==> config.mk <==
export PLATFORM = sky130hd
export DESIGN_NAME = cc_line_attach_detector_flat
export DESIGN_NICKNAME = d
export VERILOG_FILES = /design/src/sv/cla_pkg.sv /design/src/sv/cla_if.sv /design/src/sv/cla_apb_regs.sv /design/src/sv/cla_step.sv /design/src/sv/cc_line_attach_detector.sv /design/src/flat_wrapper.sv
export SDC_FILE = /design/constraint.sdc
export NUM_CORES = 1
export LEC_CHECK = 0
export ABC_AREA = 1
export BUFFER_PORTS_ARGS = -buffer_cell sky130_fd_sc_hd__buf_4
export CAP_MARGIN = 20
export CORE_MARGIN = 5
export CORE_UTILIZATION = 26
export CTS_CLUSTER_SIZE = 25
export DETAILED_ROUTE_END_ITERATION = 8
export GPL_TIMING_DRIVEN = 0
export PLACE_DENSITY = 0.5
export SLEW_MARGIN = 20
export SYNTH_ARGS = -nofsm -noshare
export SYNTH_HDL_FRONTEND = slang
export SYNTH_SLANG_ARGS = --single-unit
==> constraint.sdc <==
create_clock -name clk -period 2.85 [get_ports clk]
set_clock_uncertainty 0.05 [all_clocks]
set_input_delay 0.855 -clock clk [delete_from_list [all_inputs] [get_ports clk]]
set_output_delay 0.855 -clock clk [all_outputs]
set_load 0.02 [all_outputs]
==> src/sv/cla_pkg.sv <==
// Shared types, register codes and helper functions for the CC line attach detector.
`default_nettype none

package cla_pkg;

    localparam int VOLT_BITS  = 13;
    localparam int COUNT_BITS = 8;
    localparam int DEB_BITS   = 8;
    localparam int CMP_BITS   = 17;
    localparam int ADDR_BITS  = 5;
    localparam int DATA_BITS  = 32;

    typedef logic [VOLT_BITS-1:0]  volt_t;
    typedef logic [COUNT_BITS-1:0] cnt_t;
    typedef logic [DEB_BITS-1:0]   deb_t;
    typedef logic [1:0]            role_t;
    typedef logic [2:0]            reg_idx_t;

    localparam cnt_t CNT_MAX = '1;

    localparam role_t ROLE_DISABLED = 2'd0;
    localparam role_t ROLE_OBSERVER = 2'd1;
    localparam role_t ROLE_SINK     = 2'd2;

    localparam reg_idx_t REG_ROLE      = 3'd0;
    localparam reg_idx_t REG_SRC_THR   = 3'd1;
    localparam reg_idx_t REG_SNK_LOW   = 3'd2;
    localparam reg_idx_t REG_SNK_HIGH  = 3'd3;
    localparam reg_idx_t REG_DEBOUNCE  = 3'd4;

    localparam volt_t RST_SRC_THR  = 13'd2000;
    localparam volt_t RST_SNK_LOW  = 13'd200;
    localparam volt_t RST_SNK_HIGH = 13'd1600;
    localparam deb_t  RST_DEBOUNCE = 8'd5;

    typedef enum logic [1:0] {
        ATT_UNATT = 2'd0,
        ATT_SRC   = 2'd1,
        ATT_ATT   = 2'd2
    } attach_e;

    typedef struct packed {
        role_t role;
        volt_t src_thr;
        volt_t snk_low;
        volt_t snk_high;
        deb_t  debounce;
    } cfg_t;

    typedef struct packed {
        volt_t dut_cc1_mv;
        volt_t dut_cc2_mv;
        volt_t up_cc1_mv;
        volt_t up_cc2_mv;
    } sample_t;

    typedef struct packed {
        attach_e attach;
        cnt_t    src_cnt;
        cnt_t    snk_cnt;
        logic    src_port;
        logic    src_chan;
        logic    snk_port;
        logic    snk_chan;
        logic    mux;
        logic    dut_sel;
        logic    up_sel;
    } state_t;

    typedef struct packed {
        attach_e attach_state;
        logic    state_changed;
        logic    mux_on;
        logic    src_port;
        logic    src_chan;
        logic    snk_port;
        logic    snk_chan;
        logic    dut_select;
        logic    up_select;
    } result_t;

    function automatic cnt_t sat_inc(input cnt_t c);
        return (c == CNT_MAX) ? c : c + 1'b1;
    endfunction

    function automatic logic cnt_eq(input cnt_t c, input deb_t d);
        return CMP_BITS'(c) == CMP_BITS'(d);
    endfunction

    function automatic logic cnt_ge(input cnt_t c, input deb_t d);
        return CMP_BITS'(c) >= CMP_BITS'(d);
    endfunction

endpackage

`default_nettype wire

==> src/sv/cla_if.sv <==
// Valid/ready channel interfaces for voltage samples and attach results.
`default_nettype none

interface cla_sample_if;
    logic            valid;
    logic            ready;
    cla_pkg::volt_t  dut_cc1_mv;
    cla_pkg::volt_t  dut_cc2_mv;
    cla_pkg::volt_t  up_cc1_mv;
    cla_pkg::volt_t  up_cc2_mv;

    modport source (output valid, output dut_cc1_mv, output dut_cc2_mv,
                    output up_cc1_mv, output up_cc2_mv, input ready);
    modport sink   (input valid, input dut_cc1_mv, input dut_cc2_mv,
                    input up_cc1_mv, input up_cc2_mv, output ready);
endinterface

interface cla_result_if;
    logic       valid;
    logic       ready;
    logic [1:0] attach_state;
    logic       state_changed;
    logic       mux_on;
    logic       src_port;
    logic       src_chan;
    logic       snk_port;
    logic       snk_chan;
    logic       dut_select;
    logic       up_select;

    modport source (output valid, output attach_state, output state_changed,
                    output mux_on, output src_port, output src_chan, output snk_port,
                    output snk_chan, output dut_select, output up_select, input ready);
    modport sink   (input valid, input attach_state, input state_changed,
                    input mux_on, input src_port, input src_chan, input snk_port,
                    input snk_chan, input dut_select, input up_select, output ready);
endinterface

`default_nettype wire

==> src/sv/cla_apb_regs.sv <==
// APB configuration register file for the CC line attach detector.
`default_nettype none

module cla_apb_regs (
    input  wire logic                            clk,
    input  wire logic                            rst_n,
    input  wire logic                            psel,
    input  wire logic                            penable,
    input  wire logic                            pwrite,
    input  wire logic [cla_pkg::ADDR_BITS-1:0]   paddr,
    input  wire logic [cla_pkg::DATA_BITS-1:0]   pwdata,
    output logic      [cla_pkg::DATA_BITS-1:0]   prdata,
    output logic                                 pready,
    output cla_pkg::cfg_t                        cfg
);

    cla_pkg::cfg_t    cfg_reg;
    cla_pkg::reg_idx_t idx;
    logic             wr_en;

    assign idx    = paddr[cla_pkg::ADDR_BITS-1:2];
    assign wr_en  = psel && penable && pwrite;
    assign pready = 1'b1;
    assign cfg    = cfg_reg;

    always_ff @(posedge clk or negedge rst_n)
    begin
        if (!rst_n)
        begin
            cfg_reg.role     <= cla_pkg::ROLE_DISABLED;
            cfg_reg.src_thr  <= cla_pkg::RST_SRC_THR;
            cfg_reg.snk_low  <= cla_pkg::RST_SNK_LOW;
            cfg_reg.snk_high <= cla_pkg::RST_SNK_HIGH;
            cfg_reg.debounce <= cla_pkg::RST_DEBOUNCE;
        end
        else if (wr_en)
        begin
            case (idx)
                cla_pkg::REG_ROLE:     cfg_reg.role     <= pwdata[1:0];
                cla_pkg::REG_SRC_THR:  cfg_reg.src_thr  <= pwdata[cla_pkg::VOLT_BITS-1:0];
                cla_pkg::REG_SNK_LOW:  cfg_reg.snk_low  <= pwdata[cla_pkg::VOLT_BITS-1:0];
                cla_pkg::REG_SNK_HIGH: cfg_reg.snk_high <= pwdata[cla_pkg::VOLT_BITS-1:0];
                cla_pkg::REG_DEBOUNCE: cfg_reg.debounce <= pwdata[cla_pkg::DEB_BITS-1:0];
                default:               ;
            endcase
        end
    end

    always_comb
    begin
        case (idx)
            cla_pkg::REG_ROLE:     prdata = cla_pkg::DATA_BITS'(cfg_reg.role);
            cla_pkg::REG_SRC_THR:  prdata = cla_pkg::DATA_BITS'(cfg_reg.src_thr);
            cla_pkg::REG_SNK_LOW:  prdata = cla_pkg::DATA_BITS'(cfg_reg.snk_low);
            cla_pkg::REG_SNK_HIGH: prdata = cla_pkg::DATA_BITS'(cfg_reg.snk_high);
            cla_pkg::REG_DEBOUNCE: prdata = cla_pkg::DATA_BITS'(cfg_reg.debounce);
            default:               prdata = '0;
        endcase
    end

endmodule

`default_nettype wire

==> src/sv/cla_step.sv <==
// Next-state and result logic for one voltage sample.
`default_nettype none

module cla_step (
    input  wire cla_pkg::state_t  st,
    input  wire cla_pkg::sample_t smp,
    input  wire cla_pkg::cfg_t    cfg,
    output cla_pkg::state_t       st_next,
    output cla_pkg::result_t      res
);

    cla_pkg::volt_t  line [4];
    logic [3:0]      src_hit;
    logic [3:0]      snk_hit;
    logic [1:0]      first;
    logic [1:0]      src_idx;
    logic [1:0]      snk_idx;
    cla_pkg::cnt_t   src_inc;
    cla_pkg::cnt_t   snk_inc;
    cla_pkg::state_t n;

    assign line[0] = smp.dut_cc1_mv;
    assign line[1] = smp.dut_cc2_mv;
    assign line[2] = smp.up_cc1_mv;
    assign line[3] = smp.up_cc2_mv;

    always_comb
    begin
        for (int i = 0; i < 4; i++)
        begin
            src_hit[i] = line[i] > cfg.src_thr;
            snk_hit[i] = (line[i] > cfg.snk_low) && (line[i] < cfg.snk_high);
        end
    end

    always_comb
    begin
        if (src_hit[0])
        begin
            first = 2'd0;
        end
        else if (src_hit[1])
        begin
            first = 2'd1;
        end
        else if (src_hit[2])
        begin
            first = 2'd2;
        end
        else
        begin
            first = 2'd3;
        end
    end

    assign src_idx = {st.src_port, st.src_chan};
    assign snk_idx = {st.snk_port, st.snk_chan};
    assign src_inc = cla_pkg::sat_inc(st.src_cnt);
    assign snk_inc = cla_pkg::sat_inc(st.snk_cnt);

    always_comb
    begin
        n = st;
        case (cfg.role)
            cla_pkg::ROLE_OBSERVER:
            begin
                case (st.attach)
                    cla_pkg::ATT_SRC:
                    begin
                        if (snk_hit[snk_idx] && cla_pkg::cnt_eq(st.snk_cnt, cfg.debounce))
                        begin
                            n.attach  = cla_pkg::ATT_ATT;
                            n.snk_cnt = '0;
                        end
                        else
                        begin
                            if (snk_hit[snk_idx])
                            begin
                                n.snk_cnt = snk_inc;
                            end
                            n.snk_chan = ~st.snk_chan;
                            if (st.snk_port)
                            begin
                                n.up_sel = ~st.snk_chan;
                            end
                            else
                            begin
                                n.dut_sel = ~st.snk_chan;
                            end
                            if (!src_hit[src_idx])
                            begin
                                if (cla_pkg::cnt_eq(st.src_cnt, cfg.debounce))
                                begin
                                    n.attach  = cla_pkg::ATT_UNATT;
                                    n.mux     = 1'b0;
                                    n.src_cnt = '0;
                                end
                                else
                                begin
                                    n.src_cnt = src_inc;
                                end
                            end
                            else
                            begin
                                n.src_cnt = '0;
                            end
                        end
                    end
                    cla_pkg::ATT_ATT:
                    begin
                        if (!snk_hit[snk_idx])
                        begin
                            if (cla_pkg::cnt_eq(st.snk_cnt, cfg.debounce))
                            begin
                                n.attach  = cla_pkg::ATT_UNATT;
                                n.mux     = 1'b0;
                                n.src_cnt = '0;
                            end
                            n.snk_cnt = snk_inc;
                        end
                        else
                        begin
                            n.snk_cnt = '0;
                        end
                    end
                    default:
                    begin
                        if (|src_hit)
                        begin
                            n.src_port = first[1];
                            n.src_chan = first[0];
                            if (cla_pkg::cnt_eq(st.src_cnt, cfg.debounce))
                            begin
                                n.attach   = cla_pkg::ATT_SRC;
                                n.snk_port = ~first[1];
                                n.snk_chan = 1'b0;
                                n.snk_cnt  = '0;
                                n.src_cnt  = '0;
                                n.mux      = 1'b1;
                                if (first[1])
                                begin
                                    n.up_sel  = first[0];
                                    n.dut_sel = 1'b0;
                                end
                                else
                                begin
                                    n.dut_sel = first[0];
                                    n.up_sel  = 1'b0;
                                end
                            end
                            else
                            begin
                                n.src_cnt = src_inc;
                            end
                        end
                        else
                        begin
                            n.src_cnt = '0;
                        end
                    end
                endcase
            end
            cla_pkg::ROLE_SINK:
            begin
                n.mux      = 1'b0;
                n.src_port = 1'b0;
                case (st.attach)
                    cla_pkg::ATT_ATT:
                    begin
                        if (!snk_hit[{1'b0, st.src_chan}])
                        begin
                            if (cla_pkg::cnt_ge(st.src_cnt, cfg.debounce))
                            begin
                                n.attach  = cla_pkg::ATT_UNATT;
                                n.src_cnt = '0;
                            end
                            else
                            begin
                                n.src_cnt = src_inc;
                            end
                        end
                        else
                        begin
                            n.dut_sel = st.src_chan;
                            n.src_cnt = '0;
                        end
                    end
                    cla_pkg::ATT_SRC:
                    begin
                        n.attach = cla_pkg::ATT_ATT;
                    end
                    default:
                    begin
                        n.snk_chan = 1'b0;
                        n.snk_cnt  = '0;
                        if (snk_hit[0] || snk_hit[1])
                        begin
                            n.src_chan = ~snk_hit[0];
                            if (!snk_hit[0])
                            begin
                                n.dut_sel = 1'b1;
                            end
                            if (cla_pkg::cnt_ge(st.src_cnt, cfg.debounce))
                            begin
                                n.attach  = cla_pkg::ATT_ATT;
                                n.src_cnt = '0;
                            end
                            else
                            begin
                                n.src_cnt = src_inc;
                            end
                        end
                        else
                        begin
                            n.src_cnt = '0;
                        end
                    end
                endcase
            end
            default:
            begin
                n.mux     = 1'b0;
                n.attach  = cla_pkg::ATT_UNATT;
                n.src_cnt = '0;
                n.snk_cnt = '0;
            end
        endcase
    end

    assign st_next = n;

    always_comb
    begin
        res.attach_state  = n.attach;
        res.state_changed = n.attach != st.attach;
        res.mux_on        = n.mux;
        res.src_port      = n.src_port;
        res.src_chan      = n.src_chan;
        res.snk_port      = n.snk_port;
        res.snk_chan      = n.snk_chan;
        res.dut_select    = n.dut_sel;
        res.up_select     = n.up_sel;
    end

endmodule

`default_nettype wire

==> src/sv/cc_line_attach_detector.sv <==
// Top level of the USB Type-C CC line attach detector.
//
//   Channel   Direction  Handshake        Word
//   samples   in         valid / ready    four CC line voltages
//   results   out        valid / ready    attach state, mux and selects
//   APB       in         psel / penable   configuration registers
//
// One word is accepted per cycle unless the result channel stalls; a sample is held in
// the input register, and its result is then registered in the result register.
// The whole decision is made by one pass of compare logic between those registers.
// Reset clears the attach state, counters and selects and loads register defaults.
// A stalled result holds in the result register while the next sample waits in
// the input register, so no word is lost under back-pressure.
`default_nettype none

module cc_line_attach_detector (
    input  wire logic                           clk,
    input  wire logic                           rst_n,
    input  wire logic                           psel,
    input  wire logic                           penable,
    input  wire logic                           pwrite,
    input  wire logic [cla_pkg::ADDR_BITS-1:0]  paddr,
    input  wire logic [cla_pkg::DATA_BITS-1:0]  pwdata,
    output logic      [cla_pkg::DATA_BITS-1:0]  prdata,
    output logic                                pready,
    cla_sample_if.sink                          samples,
    cla_result_if.source                        results
);

    cla_pkg::cfg_t    cfg;
    cla_pkg::sample_t sample_reg;
    logic             in_valid_reg;
    cla_pkg::state_t  state_reg;
    cla_pkg::state_t  state_next;
    cla_pkg::result_t result_reg;
    cla_pkg::result_t result_next;
    logic             out_valid_reg;
    logic             fire;

    cla_apb_regs u_regs (
        .clk     (clk),
        .rst_n   (rst_n),
        .psel    (psel),
        .penable (penable),
        .pwrite  (pwrite),
        .paddr   (paddr),
        .pwdata  (pwdata),
        .prdata  (prdata),
        .pready  (pready),
        .cfg     (cfg)
    );

    cla_step u_step (
        .st      (state_reg),
        .smp     (sample_reg),
        .cfg     (cfg),
        .st_next (state_next),
        .res     (result_next)
    );

    assign fire          = in_valid_reg && (!out_valid_reg || results.ready);
    assign samples.ready = !in_valid_reg || fire;

    always_ff @(posedge clk or negedge rst_n)
    begin
        if (!rst_n)
        begin
            in_valid_reg <= 1'b0;
        end
        else if (samples.ready)
        begin
            in_valid_reg <= samples.valid;
        end
    end

    always_ff @(posedge clk)
    begin
        if (samples.ready && samples.valid)
        begin
            sample_reg.dut_cc1_mv <= samples.dut_cc1_mv;
            sample_reg.dut_cc2_mv <= samples.dut_cc2_mv;
            sample_reg.up_cc1_mv  <= samples.up_cc1_mv;
            sample_reg.up_cc2_mv  <= samples.up_cc2_mv;
        end
    end

    always_ff @(posedge clk or negedge rst_n)
    begin
        if (!rst_n)
        begin
            state_reg     <= '0;
            out_valid_reg <= 1'b0;
        end
        else
        begin
            if (fire)
            begin
                state_reg <= state_next;
            end
            if (fire)
            begin
                out_valid_reg <= 1'b1;
            end
            else if (results.ready)
            begin
                out_valid_reg <= 1'b0;
            end
        end
    end

    always_ff @(posedge clk)
    begin
        if (fire)
        begin
            result_reg <= result_next;
        end
    end

    assign results.valid         = out_valid_reg;
    assign results.attach_state  = result_reg.attach_state;
    assign results.state_changed = result_reg.state_changed;
    assign results.mux_on        = result_reg.mux_on;
    assign results.src_port      = result_reg.src_port;
    assign results.src_chan      = result_reg.src_chan;
    assign results.snk_port      = result_reg.snk_port;
    assign results.snk_chan      = result_reg.snk_chan;
    assign results.dut_select    = result_reg.dut_select;
    assign results.up_select     = result_reg.up_select;

`ifndef NO_ASSERTIONS
    a_mux_needs_attach: assert property (@(posedge clk) disable iff (!rst_n)
        (out_valid_reg && result_reg.mux_on) |-> (result_reg.attach_state != cla_pkg::ATT_UNATT))
        else $error("mux enabled while unattached");

    a_changed_flag: assert property (@(posedge clk) disable iff (!rst_n)
        fire |=> (result_reg.state_changed == (state_reg.attach != $past(state_reg.attach))))
        else $error("state_changed disagrees with the attach state update");

    a_input_held: assert property (@(posedge clk) disable iff (!rst_n)
        (in_valid_reg && !fire) |=> in_valid_reg)
        else $error("buffered sample dropped without being processed");
`endif

endmodule

`default_nettype wire

==> src/flat_wrapper.sv <==
// flat-port wrapper written by rule: the top's interface ports become plain ports
module cc_line_attach_detector_flat 
  (clk, rst_n, psel, penable, pwrite, paddr, pwdata, prdata, pready, samples_valid, samples_dut_cc1_mv, samples_dut_cc2_mv, samples_up_cc1_mv, samples_up_cc2_mv, samples_ready, results_valid, results_attach_state, results_state_changed, results_mux_on, results_src_port, results_src_chan, results_snk_port, results_snk_chan, results_dut_select, results_up_select, results_ready);
  cla_sample_if samples_i ();
  cla_result_if results_i ();
  input  wire logic clk;
  input  wire logic rst_n;
  input  wire logic psel;
  input  wire logic penable;
  input  wire logic pwrite;
  input  wire logic [cla_pkg::ADDR_BITS-1:0] paddr;
  input  wire logic [cla_pkg::DATA_BITS-1:0] pwdata;
  output logic      [cla_pkg::DATA_BITS-1:0] prdata;
  output logic pready;
  input wire logic [$bits(samples_i.valid)-1:0] samples_valid;
  input wire logic [$bits(samples_i.dut_cc1_mv)-1:0] samples_dut_cc1_mv;
  input wire logic [$bits(samples_i.dut_cc2_mv)-1:0] samples_dut_cc2_mv;
  input wire logic [$bits(samples_i.up_cc1_mv)-1:0] samples_up_cc1_mv;
  input wire logic [$bits(samples_i.up_cc2_mv)-1:0] samples_up_cc2_mv;
  output wire logic [$bits(samples_i.ready)-1:0] samples_ready;
  output wire logic [$bits(results_i.valid)-1:0] results_valid;
  output wire logic [$bits(results_i.attach_state)-1:0] results_attach_state;
  output wire logic [$bits(results_i.state_changed)-1:0] results_state_changed;
  output wire logic [$bits(results_i.mux_on)-1:0] results_mux_on;
  output wire logic [$bits(results_i.src_port)-1:0] results_src_port;
  output wire logic [$bits(results_i.src_chan)-1:0] results_src_chan;
  output wire logic [$bits(results_i.snk_port)-1:0] results_snk_port;
  output wire logic [$bits(results_i.snk_chan)-1:0] results_snk_chan;
  output wire logic [$bits(results_i.dut_select)-1:0] results_dut_select;
  output wire logic [$bits(results_i.up_select)-1:0] results_up_select;
  input wire logic [$bits(results_i.ready)-1:0] results_ready;
  assign samples_i.valid = samples_valid;
  assign samples_i.dut_cc1_mv = samples_dut_cc1_mv;
  assign samples_i.dut_cc2_mv = samples_dut_cc2_mv;
  assign samples_i.up_cc1_mv = samples_up_cc1_mv;
  assign samples_i.up_cc2_mv = samples_up_cc2_mv;
  assign samples_ready = samples_i.ready;
  assign results_valid = results_i.valid;
  assign results_attach_state = results_i.attach_state;
  assign results_state_changed = results_i.state_changed;
  assign results_mux_on = results_i.mux_on;
  assign results_src_port = results_i.src_port;
  assign results_src_chan = results_i.src_chan;
  assign results_snk_port = results_i.snk_port;
  assign results_snk_chan = results_i.snk_chan;
  assign results_dut_select = results_i.dut_select;
  assign results_up_select = results_i.up_select;
  assign results_i.ready = results_ready;
  cc_line_attach_detector u_core (.clk(clk), .rst_n(rst_n), .psel(psel), .penable(penable), .pwrite(pwrite), .paddr(paddr), .pwdata(pwdata), .prdata(prdata), .pready(pready), .samples(samples_i), .results(results_i));
endmodule
==> reports/summary.txt <==
Post-synth top cells = nand2_1, inv_1, ha_1, o21ai_0, nor2_1
Final Power = 7.64 mW
mapped cell area = 10500 um2
final layout net count = 1713
dominant synthesized flop cell = edfxtp_1
DP HPWL = 25200 um
XOR/XNOR Fraction of Synth Area = 0.416%
Cell Rows = 73
register area share after synthesis = 35.9%
RSZ-0062 raised after global routing = true
post-layout min period = 2.89 ns
CP Data Required Time = 1.95 ns
slowest CP cell = nor3_4
Buffers & Inverters on Critical Path = 4
diode count = 0
violated checks = negative setup slack
first-pass GRT wire length = 48300 um
GRT overflow = 0
Worst Path Max Fanout = 7
initial drt markers = 509
Placer Congestion = 0.888
final hold viol count = 0
hold_buf cts = 0
Total GRT Usage = 14.0%
worst stage delay on the critical path = 0.30 ns
Clock Sinks = 138
Residual DRC = 0
count leader, synth = nand2_1
clock slew at reported path FFs = 0.06 ns
worst setup margin = -0.0408 ns
TritonCTS clock tree = built
share of layout cells above drive strength 1 = 19.5%
Yosys reg bits = 138
Tcrit/Tclk final = 101%
status = finished, violations left
critical path capture point type = output pin
library cells used by synthesis = 53
WHS = 0.398 ns
Top Ports = 141
Arrival @ worst endpoint = 1.99 ns
Crit. Startpoint = paddr[3]
Leak = 6.06 nW
Routed Antenna Nets = 0
crit path cell chain = buf_8, clkinvlp_4, nor3_4, inv_4, o22ai_2, a221o_1, buf_6
Die Width = 211 um
EDFF count, synth = 62
compound-cell area share of the yosys netlist = 10.8%
WL final = 31800 um
final core utilization = 32.5%
vias post-DR = 9023
Post-Synth Simple-Gate Area = 24.2%
max reg flops = 52
max-slew violations = 0
Yosys top cell area share = 19.7%
Die H = 211 um
Setup-failing EPs final = 9
initial antenna violation count = 0
pin count of the biggest net entering global routing = 77
syn avg cell area = 8.07 um2
CORE AREA = 39900 um2
drt pass-1 iters = 7
Synth area leader = ha_1
Max Cap Violations = 0
mux contribution to synthesized area = 0.0950%
Port Buffers = 98
area post-placement = 12000 um2
post-synthesis adder-cell area fraction = 19.7%
Initial Utilization = 26.4%
CP delay by family, top = buffers and inverters
Worst Path Class, Setup = in2out
vias per cell = 4.54
largest cells by area after synthesis = ha_1, edfxtp_1, dfrtp_1, nand2_1, inv_1
synth-to-layout area growth = 23.0%
fraction of registers with async set/reset = 55.1%
CTS Buf Count = 17
H-tree level count = 4
Peak VDD IR = 0.369 mV
largest family of logic cells by synthesized area = simple AND/OR/NAND/NOR gates
Slew headroom = 37.2%
clk buf depth = 2
worst slew pin tran = 0.942 ns
vias in the first global route = 8591
reg2reg start = u_core.u_regs.cfg[42]
Syn Inst Count = 1305
PD cells = 590 nW/um2
synth warn = 0
root buf cell = clkbuf_16
Critical Path Start Type = input port
FMAX = 346 MHz
later-pin clock latency in the skew report = 0.44 ns
die area = 44600 um2
Final Cell Area = 13000 um2
Hold Path Class = in2async
wire per inst = 16.0 um
==> cell families (layout without fill, tap and decap cells) <==
family | count (synthesis) | after routing
multiplexers | 1 | 1
AND/OR/NAND/NOR | 576 | 577
adder cells (fa/ha/maj) | 166 | 166
buffers and inverters | 219 | 359
AO/OA/AOI/OAI | 198 | 198
flip-flops | 138 | 138
other | 2 | 20
XOR/XNOR | 5 | 5
==> metal layers <==
metal	track usage (%)	wire [um]	up-vias
li1	-	-	4608
met3	3.10	1480	33
met4	4.31	737	0
met5	0	0	-
met1	18.8	14800	4162
met2	22.8	14800	220
==> layout by cell type (no fill, tap or decap), drive strengths merged, types with 3 or more instances in the layout <==
master / instances
nand2: 384
inv: 182
ha: 166
buf: 133
o21ai: 93
nor2: 82
nand3: 64
dfrtp: 62
edfxtp: 62
a21oi: 61
clkbuf: 31
nand4: 21
conb: 20
dfstp: 14
nor3: 14
o22ai: 9
clkinv: 8
and2: 7
a221o: 6
o221ai: 6
clkinvlp: 5
xor2: 4
o2111ai: 4
o21bai: 3
o211ai: 3
a22oi: 3
a21boi: 3
==> worst reg2reg max path, stage by stage, from the launching register on <==
cell and delay, ns:
dfstp_2 0.53, inv_1 0.13, ha_1 0.34, nand2_1 0.08
nor2_1 0.18, and2_1 0.15, nand2_1 0.05, nand2_1 0.11
nand2_1 0.10, nand2_2 0.11, nor2_4 0.05, nor2_4 0.13
nor2_4 0.06, nor3_4 0.17, buf_4 0.17, nand2_2 0.10
o21ai_1 0.12, a21boi_2 0.17
==> metrics by stage <==
stage	setup slack, ns	TNS [ns]	instances
final	-0.0408	-0.163	1989
after global routing	-0.260	-2.88	1989
after CTS	-0.0547	-0.0943	1983
after detailed placement	-0.571	-6.51	1946
after global placement	-0.561	-29.37	1946
after floorplan	-0.0373	-0.208	1323
==> path summary, 6_finish.rpt <==
path                                    endpoint  slack, ns  depth (start not counted)
max reg2reg                 u_core.state_reg[13]      -0.03                         17
min in group clk           u_core.u_regs.cfg[46]       0.43                          2
min reg2reg                u_core.u_regs.cfg[46]       0.43                          2
max                                    prdata[4]      -0.04                          7
max in group asynchronous  u_core.u_regs.cfg[15]       1.79                          1
min                          u_core.state_reg[0]       0.40                          1
==> cell type report <==
type,instances,area [um2]
plain buffers,37,245
clock buffers,19,433
clock inverters,13,95.1
fillers,4232,27000
inverters,182,704
multi-input cells,967,6170
flip-flops and latches,138,3780
well taps,525,657
repair buffers,108,876
==> repair_timing <==
action | 4_1_cts | 5_1_grt
pin swaps | 5 | 6
setup buffers | 5 | 5
resized for setup | 35 | 47
setup endpoints to repair | 28 | 42
cloned | 0 | 1
==> report_power, final <==
group | internal (mW) | switching [mW]
sequential | 2.41 | 0.272
combinational | 1.08 | 1.84
clock | 1.12 | 0.928
total | 4.60 | 3.04
Note: power is estimated with default switching activity, not from simulation.
